**config.mk**
```make
export PLATFORM = sky130hd
export DESIGN_NAME = triangle_barycentric_interpolator
export DESIGN_NICKNAME = d
export VERILOG_FILES = /design/src/rtl/core/tbi_pkg.sv /design/src/rtl/core/triangle_barycentric_interpolator.sv
export SDC_FILE = /design/constraint.sdc
export NUM_CORES = 2
export LEC_CHECK = 0
export ABC_AREA = 0
export BUFFER_PORTS_ARGS = -buffer_cell sky130_fd_sc_hd__buf_4
export CORE_UTILIZATION = 60
export CTS_CLUSTER_DIAMETER = 50
export DETAILED_ROUTE_END_ITERATION = 8
export PLACE_DENSITY_LB_ADDON = 0.1
export SLEW_MARGIN = 20
export SYNTH_ARGS = -nofsm -noshare
export SYNTH_HDL_FRONTEND = slang
export SYNTH_SLANG_ARGS = --single-unit
```
**constraint.sdc**
```tcl
create_clock -name clk -period 32.5 [get_ports clk]
set_input_delay 4.875 -clock clk [delete_from_list [all_inputs] [get_ports clk]]
set_output_delay 4.875 -clock clk [all_outputs]
set_load 0.005 [all_outputs]
```
**src/rtl/core/tbi_pkg.sv**
```systemverilog
// shared constants and codes for the triangle barycentric interpolator
package tbi_pkg;

  // default table depth
  localparam int unsigned MaxComponentsDefault = 8;

  // field widths
  localparam int unsigned CoordWidth = 16;
  localparam int unsigned DiffWidth  = 17;
  localparam int unsigned AreaWidth  = 35;
  localparam int unsigned ProdWidth  = 52;
  localparam int unsigned NumWidth   = 53;
  localparam int unsigned CountWidth = 4;

  // item kinds
  localparam logic KIND_LOAD  = 1'b0;
  localparam logic KIND_QUERY = 1'b1;

  // result status codes
  localparam logic [1:0] STATUS_OK         = 2'd0;
  localparam logic [1:0] STATUS_DEGENERATE = 2'd1;
  localparam logic [1:0] STATUS_SATURATED  = 2'd2;

  // register indexes
  localparam logic [2:0] REG_V1_X  = 3'd0;
  localparam logic [2:0] REG_V1_Y  = 3'd1;
  localparam logic [2:0] REG_V2_X  = 3'd2;
  localparam logic [2:0] REG_V2_Y  = 3'd3;
  localparam logic [2:0] REG_V3_X  = 3'd4;
  localparam logic [2:0] REG_V3_Y  = 3'd5;
  localparam logic [2:0] REG_COUNT = 3'd6;

endpackage

```
**src/rtl/core/triangle_barycentric_interpolator.sv**
```systemverilog
// triangle barycentric interpolator top level
//
//  channel   direction  payload
//  s_axis    in         tuser: kind; tdata: component, value_at_first/second/third,
//                       point_x, point_y
//  m_axis    out        tuser: status; tlast: last_of_point; tdata: result_value,
//                       result_component
//  cfg       in         cfg_index, cfg_data (always ready)
//
// a load item writes one row of the value table.
// a query computes the four areas (12 products on one shared 35x17
// multiplier), then per component a table read, three products, a setup
// step and 53 divider steps plus an output step. degenerate triangles skip
// the table and divider, one result per cycle unless the output stalls.
// reset is synchronous; the table holds no reset value. a stalled output
// holds the sequencer before the next result is written.
module triangle_barycentric_interpolator
  import tbi_pkg::*;
#(
  parameter int unsigned MAX_COMPONENTS = MaxComponentsDefault
) (
  input  logic        clk,
  input  logic        rst,
  input  logic        s_axis_tvalid,
  output logic        s_axis_tready,
  input  logic [87:0] s_axis_tdata,   // component[2:0], v1[18:3], v2[34:19], v3[50:35],
                                      // point_x[66:51], point_y[82:67], zero pad
  input  logic        s_axis_tuser,   // kind
  output logic        m_axis_tvalid,
  input  logic        m_axis_tready,
  output logic [23:0] m_axis_tdata,   // result_value[15:0], result_component[18:16], pad
  output logic [1:0]  m_axis_tuser,   // status
  output logic        m_axis_tlast,
  input  logic        cfg_valid,
  output logic        cfg_ready,
  input  logic [2:0]  cfg_index,
  input  logic [15:0] cfg_data
);

  localparam int unsigned CW = (MAX_COMPONENTS > 1) ? $clog2(MAX_COMPONENTS) : 1;
  localparam int unsigned KW = $clog2(MAX_COMPONENTS + 1);
  localparam int unsigned DivSteps = NumWidth;
  localparam int unsigned SW = $clog2(DivSteps + 1);

  typedef enum logic [6:0] {
    S_IDLE = 7'b0000001,
    S_AREA = 7'b0000010,
    S_READ = 7'b0000100,
    S_MUL  = 7'b0001000,
    S_PREP = 7'b0010000,
    S_DIV  = 7'b0100000,
    S_OUT  = 7'b1000000
  } state_t;

  state_t state;

  // configuration
  logic signed [CoordWidth-1:0] vx [3];
  logic signed [CoordWidth-1:0] vy [3];
  logic [CountWidth-1:0] comp_use;

  assign cfg_ready = 1'b1;

  always_ff @(posedge clk) begin
    if (rst) begin
      for (int i = 0; i < 3; i++) begin
        vx[i] <= '0;
        vy[i] <= '0;
      end
      comp_use <= CountWidth'(1);
    end else if (cfg_valid) begin
      unique case (cfg_index)
        REG_V1_X:  vx[0] <= cfg_data;
        REG_V1_Y:  vy[0] <= cfg_data;
        REG_V2_X:  vx[1] <= cfg_data;
        REG_V2_Y:  vy[1] <= cfg_data;
        REG_V3_X:  vx[2] <= cfg_data;
        REG_V3_Y:  vy[2] <= cfg_data;
        REG_COUNT: comp_use <= cfg_data[CountWidth-1:0];
        default: ;
      endcase
    end
  end

  // input fields
  logic [2:0] in_comp;
  logic signed [CoordWidth-1:0] in_v [3];
  logic signed [CoordWidth-1:0] in_px, in_py;
  logic in_accept;

  assign in_comp  = s_axis_tdata[2:0];
  assign in_v[0]  = s_axis_tdata[18:3];
  assign in_v[1]  = s_axis_tdata[34:19];
  assign in_v[2]  = s_axis_tdata[50:35];
  assign in_px    = s_axis_tdata[66:51];
  assign in_py    = s_axis_tdata[82:67];
  assign s_axis_tready = (state == S_IDLE);
  assign in_accept = s_axis_tvalid && s_axis_tready;

  // component count clamped to [1, MAX_COMPONENTS]
  logic [KW-1:0] count;
  always_comb begin
    if (comp_use == '0) begin
      count = KW'(1);
    end else if (32'(comp_use) > MAX_COMPONENTS) begin
      count = KW'(MAX_COMPONENTS);
    end else begin
      count = KW'(comp_use);
    end
  end

  // value table, one row per component
  logic [3*CoordWidth-1:0] table_mem [MAX_COMPONENTS];
  logic [3*CoordWidth-1:0] row;
  logic [KW-1:0] k;

  always_ff @(posedge clk) begin
    if (in_accept && s_axis_tuser == KIND_LOAD && 32'(in_comp) < MAX_COMPONENTS) begin
      table_mem[CW'(in_comp)] <= {in_v[2], in_v[1], in_v[0]};
    end
    if (state == S_READ) begin
      row <= table_mem[CW'(k)];
    end
  end

  // query point and areas
  logic signed [CoordWidth-1:0] px, py;
  logic signed [AreaWidth-1:0] area [4];
  logic [1:0] aj, at;
  logic issue_done;

  // shared multiplier with registered product
  logic signed [AreaWidth-1:0] mul_a;
  logic signed [DiffWidth-1:0] mul_b;
  logic signed [ProdWidth-1:0] prod;
  logic prod_v;
  logic [1:0] prod_j;

  // points of the area in progress
  logic signed [CoordWidth-1:0] ptx [3];
  logic signed [CoordWidth-1:0] pty [3];
  logic signed [DiffWidth-1:0] ydiff;

  always_comb begin
    for (int t = 0; t < 3; t++) begin
      ptx[t] = (32'(aj) == t + 1) ? px : vx[t];
      pty[t] = (32'(aj) == t + 1) ? py : vy[t];
    end
    case (at)
      2'd0:    ydiff = DiffWidth'(pty[1]) - DiffWidth'(pty[2]);
      2'd1:    ydiff = DiffWidth'(pty[2]) - DiffWidth'(pty[0]);
      default: ydiff = DiffWidth'(pty[0]) - DiffWidth'(pty[1]);
    endcase
    if (state == S_AREA) begin
      mul_a = AreaWidth'(ptx[at]);
      mul_b = ydiff;
    end else begin
      mul_a = area[at + 2'd1];
      case (at)
        2'd0:    mul_b = DiffWidth'($signed(row[15:0]));
        2'd1:    mul_b = DiffWidth'($signed(row[31:16]));
        default: mul_b = DiffWidth'($signed(row[47:32]));
      endcase
    end
  end

  // numerator and divider
  logic signed [NumWidth-1:0] num;
  logic [NumWidth-1:0] quo;
  logic [AreaWidth-1:0] rem, divisor;
  logic [AreaWidth:0] rem_sh;
  logic neg;
  logic [SW-1:0] step;

  assign rem_sh = {rem, quo[NumWidth-1]};

  // saturation of the finished quotient
  logic signed [CoordWidth-1:0] sat_val;
  logic [1:0] sat_status;
  always_comb begin
    sat_status = STATUS_OK;
    if (area[0] == '0) begin
      sat_val = '0;
      sat_status = STATUS_DEGENERATE;
    end else if (neg) begin
      if (quo > NumWidth'(32768)) begin
        sat_val = 16'sh8000;
        sat_status = STATUS_SATURATED;
      end else begin
        sat_val = -$signed(quo[CoordWidth-1:0]);
      end
    end else if (quo > NumWidth'(32767)) begin
      sat_val = 16'sh7fff;
      sat_status = STATUS_SATURATED;
    end else begin
      sat_val = $signed(quo[CoordWidth-1:0]);
    end
  end

  logic out_free;
  assign out_free = !m_axis_tvalid || m_axis_tready;

  // sequencer
  always_ff @(posedge clk) begin
    if (rst) begin
      state <= S_IDLE;
      prod_v <= 1'b0;
      m_axis_tvalid <= 1'b0;
    end else begin
      // a product is valid the cycle after its issue
      prod_v <= (state == S_AREA || state == S_MUL) && !issue_done;
      // output register loads in S_OUT and empties on a handshake
      if (state == S_OUT && out_free) begin
        m_axis_tvalid <= 1'b1;
      end else if (m_axis_tready) begin
        m_axis_tvalid <= 1'b0;
      end
      if (prod_v) begin
        if (state == S_AREA) begin
          area[prod_j] <= area[prod_j] + AreaWidth'(prod);
        end else begin
          num <= num + NumWidth'(prod);
        end
      end
      unique case (state)
        S_IDLE: begin
          if (in_accept && s_axis_tuser == KIND_QUERY) begin
            px <= in_px;
            py <= in_py;
            for (int i = 0; i < 4; i++) begin
              area[i] <= '0;
            end
            aj <= '0;
            at <= '0;
            issue_done <= 1'b0;
            k <= '0;
            state <= S_AREA;
          end
        end
        S_AREA: begin
          if (!issue_done) begin
            prod <= ProdWidth'(mul_a * mul_b);
            prod_j <= aj;
            if (at == 2'd2) begin
              at <= '0;
              aj <= aj + 2'd1;
              issue_done <= (aj == 2'd3);
            end else begin
              at <= at + 2'd1;
            end
          end else begin
            state <= (area[0] == '0) ? S_OUT : S_READ;
          end
        end
        S_READ: begin
          num <= '0;
          at <= '0;
          issue_done <= 1'b0;
          state <= S_MUL;
        end
        S_MUL: begin
          if (!issue_done) begin
            prod <= ProdWidth'(mul_a * mul_b);
            if (at == 2'd2) begin
              issue_done <= 1'b1;
            end else begin
              at <= at + 2'd1;
            end
          end else begin
            state <= S_PREP;
          end
        end
        S_PREP: begin
          quo <= num[NumWidth-1] ? NumWidth'(-num) : NumWidth'(num);
          divisor <= area[0][AreaWidth-1] ? AreaWidth'(-area[0]) : AreaWidth'(area[0]);
          neg <= num[NumWidth-1] ^ area[0][AreaWidth-1];
          rem <= '0;
          step <= '0;
          state <= S_DIV;
        end
        S_DIV: begin
          if (rem_sh >= {1'b0, divisor}) begin
            rem <= AreaWidth'(rem_sh - {1'b0, divisor});
            quo <= {quo[NumWidth-2:0], 1'b1};
          end else begin
            rem <= rem_sh[AreaWidth-1:0];
            quo <= {quo[NumWidth-2:0], 1'b0};
          end
          if (32'(step) == DivSteps - 1) begin
            state <= S_OUT;
          end
          step <= step + SW'(1);
        end
        S_OUT: begin
          if (out_free) begin
            m_axis_tdata <= {5'd0, 3'(k), sat_val};
            m_axis_tuser <= sat_status;
            m_axis_tlast <= (k + KW'(1) == count);
            k <= k + KW'(1);
            if (k + KW'(1) == count) begin
              state <= S_IDLE;
            end else if (area[0] == '0) begin
              state <= S_OUT;
            end else begin
              state <= S_READ;
            end
          end
        end
        default: state <= S_IDLE;
      endcase
    end
  end

endmodule
```
### Yosys cells after proc, flatten, opt, wreduce, memory -nomap -nowiden

Memory sizes are Yosys's and may differ from the RTL's. A register that Yosys moved wholly into a read port is not among the register bits.
Cells that the tools add are included.

* register bits after elaboration: 313
* bits in latches: 0
* RAM bits: 620
* bits in read-only memories: 0
* input port bits: 113
* output and inout bits: 30
* word-level logic and storage cells: 225
* memories kept: 4

Memories
* table_mem: words 8, bits a word 48, read ports 1, clocked after Yosys merged registers in 1, write ports 1, line triangle_barycentric_interpolator.sv:113 `logic [3*CoordWidth-1:0] table_mem [MAX_COMPONENTS];`
* area: words 4, bits a word 35, read ports 3, clocked after Yosys merged registers in 1, write ports 4, line triangle_barycentric_interpolator.sv:128 `logic signed [AreaWidth-1:0] area [4];`
* vx: words 3, bits a word 16, read ports 3, clocked after Yosys merged registers in 0, write ports 3, line triangle_barycentric_interpolator.sv:58 `logic signed [CoordWidth-1:0] vx [3];`
* vy: words 3, bits a word 16, read ports 3, clocked after Yosys merged registers in 0, write ports 3, line triangle_barycentric_interpolator.sv:59 `logic signed [CoordWidth-1:0] vy [3];`

* add/sub/neg operators: 13
* $mul: 1
* divide/modulo/power cells: 0
* magnitude comparators: 5
* eq/ne operators: 30
* shift-type cells: 0
* muxes and demuxes: 104
* bitwise logic cells: 11
* reductions and logical operators: 34

Operator list (count)
* $mux W16: 17
* $mux W53: 3
* $pmux W53 S2: 1
* $mux W35: 3
* $pmux W35 S2: 1
* $pmux W17 S2: 2
* $add A53 B52 Y53: 1
* $gt A53 B15 Y1 const B: 1
* $gt A53 B16 Y1 const B: 1
* $neg A53 Y53: 1
* $mul A35 B17 Y52: 1
* $sub A16 B16 Y17: 3
* $mux W7: 7
* $pmux W7 S7: 1
* $mux W1: 45
* $ge A36 B35 Y1: 1
* $add A35 B35 Y35: 1
* $logic_not A35 Y1: 1
* $neg A35 Y35: 1
* $reduce_or A35 Y1: 1
* $sub A35 B35 Y35: 1
* $mux W34: 1
* $bmux W16 S2: 1
* $mux W2: 12
* 47 further kinds: 90

### Depth between registers and ports, before layout

* depth in word-level cells: 9
* gate-level depth with buffers: 45
* gate-level depth less buffers: 39

### Worst setup path after synthesis

Ideal clock, no wire load.

* path kind: reg-to-reg
* from: register aj[0]
* to: register prod[45] (data pin)
* setup time: 259 ps
* arrival time: 11058 ps
* required time: 32241 ps
* slack: 21183 ps
* stages on the path, launching flop included: 42
* path buffers: 6
* period minus slack after synthesis: 11317 ps
* path through: edfxtp_1 inv_1 ha_1 buf_2 buf_2 buf_1 buf_1 clkbuf_1 mux2i_1 ha_1 a21oi_1 nor2b_1 o21ai_0 inv_1 a211o_1 a221oi_1 mux2i_1 nand2_1 [6 not listed] fa_1 fa_1 fa_1 inv_1 fa_1 inv_1 ha_1 o21a_1 or2_2 a32o_1 nor3_1 a211o_1 a21oi_1 o21ai_0 o21bai_1 a221o_1 a21oi_1 xnor2_1

* word-level cells in the longest chain between the ends: 7
* elaborated cells between the ends (all ways): 19
* classes of those cells: 3 x add/sub; 1 x mul; 3 x eq/ne; 12 x mux

RTL lines
* start, declared: line triangle_barycentric_interpolator.sv:129 `logic [1:0] aj, at;`
* start signal, assigned: line triangle_barycentric_interpolator.sv:246 `aj <= aj + 2'd1;`
* parallel branches: the longest is 6 deep, another holds $sub A16 B16 Y17
* $mul A35 B17 Y52 *: line triangle_barycentric_interpolator.sv:242, triangle_barycentric_interpolator.sv:263
* end signal, assigned: line triangle_barycentric_interpolator.sv:242 `prod <= ProdWidth'(mul_a * mul_b);`
* end signal, assigned: line triangle_barycentric_interpolator.sv:263 `prod <= ProdWidth'(mul_a * mul_b);`
* end, declared: line triangle_barycentric_interpolator.sv:135 `logic signed [ProdWidth-1:0] prod;`

Mark *: on every way between the ends. The select of a mux whose other input is x is not followed.
A chain may end at the register's enable or synchronous reset.

### Worst setup path in the final report

* from: register aj[0]
* to: register prod[51] (data pin)

The elaborated chain is that of the path after synthesis.

==> reports/metrics.yaml <==
status:
  outcome: "completed"
global_route:
  largest_net_degree_at_the_start_of_global_routing: 99
  overflow: 0
  grtUsageTotal_pct: 30.0
  first_global_vias: 50000
  grt_antenna_before_repair: 3
  first_pass_grt_wire_length_mm: 279
setup_path:
  critical_path.top_delay_family: "compound AO/OA/AOI/OAI gates"
  cp-startpoint: "aj[0]"
  critical_path_class: "reg2reg"
  buf_inv_stages_crit_path: 3
  crit_fanout: 51
  timing.critical_path.mode_cell: "sky130_fd_sc_hd__fa_1"
  worst-endpoint-arrival_ps: 13090
  crit_path_cell_count: 36
  reg2reg_slack_ps: 19850
  critPathLaunchType: "flip-flop"
  crit-reg2reg-capture: "prod[51]"
  worstRegToRegCells: 36
  critPathMaxStageDelay_ps: 730
  worstSetupEndpointType: "flip-flop"
  worstPathRequired_ps: 32940
  critical_path.slowest_cell: "sky130_fd_sc_hd__nand2_1"
  critical_path.reg2reg.startpoint: "aj[0]"
  crit_path_end: "prod[51]"
sta:
  maxSlewHeadroom_pct: 22.6
  setup_viol_count_final: 0
  post-route-period-util_pct: 38.9
  fmax_mhz: 79.0
  timing.clock.skew_ps: 40.8
  tightest_pin_transition_ps: 1150
  rsz0062_at_grt: "false"
  slew_violations: 0
  fin_crit_ps: 12650
  final_hold_viol_count: 0
  fin_setup_tns_ps: 0
cells_and_area:
  final_cell_mix: "sky130_fd_sc_hd__edfxtp_1 (863), sky130_fd_sc_hd__inv_1 (796), sky130_fd_sc_hd__nand2_1 (663)"
  share_of_layout_cells_above_drive_strength_1_pct: 11.0
  layout_stage_area_growth_over_the_synthesis_result_pct: 8.48
  nNetsFinal: 7494
  final_common_cell: "sky130_fd_sc_hd__edfxtp_1"
  filler_cell_count: 8969
cts:
  clock_latency_ps: 760
  cts_made_buffers: 107
  cts-resized-gates: 0
  cts.root.buffer_cell: "sky130_fd_sc_hd__clkbuf_16"
  ctsHtreeMaxLevel: 3
  post-cts-setup-buffer-count: 0
  clkSinkCount: 983
  ctsHoldBuffers: 0
  worst_case_clock_buffer_depth: 3
  clk_pin_slew_worst_paths_ps: 60
  cts_tree: "built"
yosys:
  synth.area.mux_share_pct: 7.93
  yosys.cell_types.count: 92
  synth_compound_gate_area_share_pct: 9.42
  yosys_register_bits: 983
  postSynthAreaPerCell_sq_um: 11.0
  yosysSeqAreaShare_pct: 40.0
  mappedNetlistArea_sq_mm: 0.0708
  synth_warnings: 0
  dominantRegCellSynth: "sky130_fd_sc_hd__edfxtp_1"
  synth_top_family_by_area: "adder cells"
  yosys.area_share.adder_pct: 21.4
  synth-edff-count: 863
  post_synth_xor_area_fraction_pct: 3.67
  synthCells: 6462
  synth_simple_gate_area_share_pct: 11.7
  ys_async_sr_fraction_pct: 0
flow_run:
  maxCapViolCount: 0
floorplan:
  floorplan.io_pins: 143
  die_y_um: 346
  floorplan.core_area_sq_mm: 0.117
  placement_rows: 125
  die_x_um: 346
  initial_core_util_pct: 60.8
  die_area_sq_mm: 0.119
drt:
  drt_iter0_markers: 4007
  route.detailed.vias_per_inst: 6.02
  final_antenna_net_count: 0
  routed_wl_mm: 175
  post_drt_wl_per_cell_um: 21.6
  drt_first_pass_iters: 5
  drc: 0
  num_vias: 49000
pwr:
  switching_share_pct: 34.2
  leak_pwr_nw: 31.7
  power.density_mw_per_mm2: 52.9
  vdd_drop_max_uv: 63.4
  clockPowerShare_pct: 28.2
  p_switching_mw: 1.39
  fin_total_pwr_mw: 4.07
  internal_dissipation_mw: 2.68
  seq_power_share_pct: 35.7
  p_comb_share_pct: 36.1
placed_design:
  gp_congestion: 0.921
  portBuffers: 131
  dpl.hpwl_mm: 126
worst_hold_path:
  min_path_type: "reg2reg"
## synth_stat cells (48+ instances only)
| cell | n | area [sq um] |
|---|---|---|
| sky130_fd_sc_hd__and2_1 | 76 | 475 |
| sky130_fd_sc_hd__mux2_2 | 104 | 1170 |
| sky130_fd_sc_hd__nor2_1 | 518 | 1940 |
| sky130_fd_sc_hd__ha_1 | 295 | 3690 |
| sky130_fd_sc_hd__xor2_1 | 118 | 1030 |
| sky130_fd_sc_hd__mux2i_1 | 108 | 1080 |
| sky130_fd_sc_hd__clkbuf_1 | 230 | 863 |
| sky130_fd_sc_hd__a21oi_1 | 293 | 1470 |
| sky130_fd_sc_hd__nand3_1 | 120 | 601 |
| sky130_fd_sc_hd__nor3_1 | 65 | 325 |
| sky130_fd_sc_hd__dfxtp_1 | 120 | 2400 |
| sky130_fd_sc_hd__nand2b_1 | 63 | 394 |
| sky130_fd_sc_hd__o21ai_0 | 268 | 1340 |
| sky130_fd_sc_hd__a21o_1 | 108 | 811 |
| sky130_fd_sc_hd__nor2b_1 | 85 | 532 |
| sky130_fd_sc_hd__fa_1 | 572 | 11500 |
| sky130_fd_sc_hd__nand2_1 | 664 | 2490 |
| sky130_fd_sc_hd__inv_1 | 796 | 2990 |
| sky130_fd_sc_hd__xnor2_1 | 179 | 1570 |
| sky130_fd_sc_hd__a211oi_1 | 48 | 360 |
| sky130_fd_sc_hd__mux4_2 | 147 | 3310 |
| sky130_fd_sc_hd__edfxtp_1 | 863 | 25900 |
## worst reg2reg max path: cells and delay by family, from the launching register on
kind | cells | cell delay [ps]
AOI/OAI and AO/OA | 15 | 4450
xor gates and xnor gates | 1 | 150
adders and majority gates | 9 | 4150
buffers and inverters | 3 | 620
DFF | 1 | 450
muxes | 1 | 410
and+or+nand+nor | 7 | 2140
## logic make-up (layout without fill, tap and decap cells)
group                      after synthesis  after routing
DFF                                    983            983
buffers and inverters                 1085           1223
muxes                                  361            361
other                                    2              8
AOI/OAI and AO/OA                     1061           1061
and+or+nand+nor                       1805           1805
xor gates and xnor gates               297            297
adders and majority gates              868            868
## through the flow
step                hold WS, ps  util (%)  instance area [sq um]  instances  setup WS (ps)
finish                      469      65.9                  76800       8130          19850
global route                482      65.9                  76800       8128          19050
CTS                         468      65.9                  76800       8128          19980
detailed placement          460      63.1                  73500       7929          20050
global placement            445      63.1                  73500       7929          20140
floorplan                   424         -                  70800       6466          21180
## state kept, by name, summed over array words and instances (netlist names), 2 cells and up, named ones only
| signal | flops |
|---|---|
| prod_j | 2 |
| aj | 2 |
| vx | 48 |
| area | 140 |
| step | 6 |
| state | 7 |
| num | 53 |
| divisor | 35 |
| row | 48 |
| rem | 35 |
| vy | 48 |
| k | 4 |
| comp_use | 4 |
| table_mem | 384 |
| prod | 52 |
| py | 16 |
| m_axis_tuser | 2 |
| px | 16 |
| at | 2 |
| m_axis_tdata | 19 |
| quo | 53 |
## worst min-delay path by stage
| stage | startpoint | to | slack (ps) | cells past startpoint |
|---|---|---|---|---|
| 2_1_floorplan | k[2] | m_axis_tdata[18] | 420 | 0 |
| 3_3_place_gp | area[1][6] | area[1][6] | 450 | 2 |
| 3_5_place_dp | area[2][24] | area[2][24] | 460 | 2 |
| 4_1_cts | area[2][24] | area[2][24] | 470 | 2 |
| 5_1_grt | area[2][13] | area[2][13] | 480 | 2 |
| 6_report | area[2][20] | area[2][20] | 470 | 2 |
## power groups by stage
stage	logic, mW	registers, mW	clock network, mW
after floorplan	1.09	1.48	0
after detailed placement	1.45	1.48	0
final	1.47	1.45	1.15
after global routing	1.65	1.45	1.21
after CTS	1.46	1.45	1.17
after global placement	1.43	1.48	0
## layer usage
layer / vias up / GRT usage (%) / wire length (um)
li1: 22400 / - / -
met1: 24500 / 39.6 / 71900
met2: 1708 / 50.0 / 84400
met3: 342 / 5.78 / 13100
met4: 6 / 10.1 / 6020
met5: - / 0 / 44
## cell type report
type                            count  area, sq um  share of cell area (%)
Tap cell                         1524         1910                    2.48
Multi-Input combinational cell   4398        38600                    50.2
Sequential cell                   983        28300                    36.9
Inverter                          798         3000                    3.90
Clock inverter                     59          475                   0.619
Clock buffer                      140         2830                    3.69
Timing Repair Buffer              226         1710                    2.22
Antenna cell                        2         5.00                 0.00652
No activity file was read; power rests on OpenSTA's default activity.
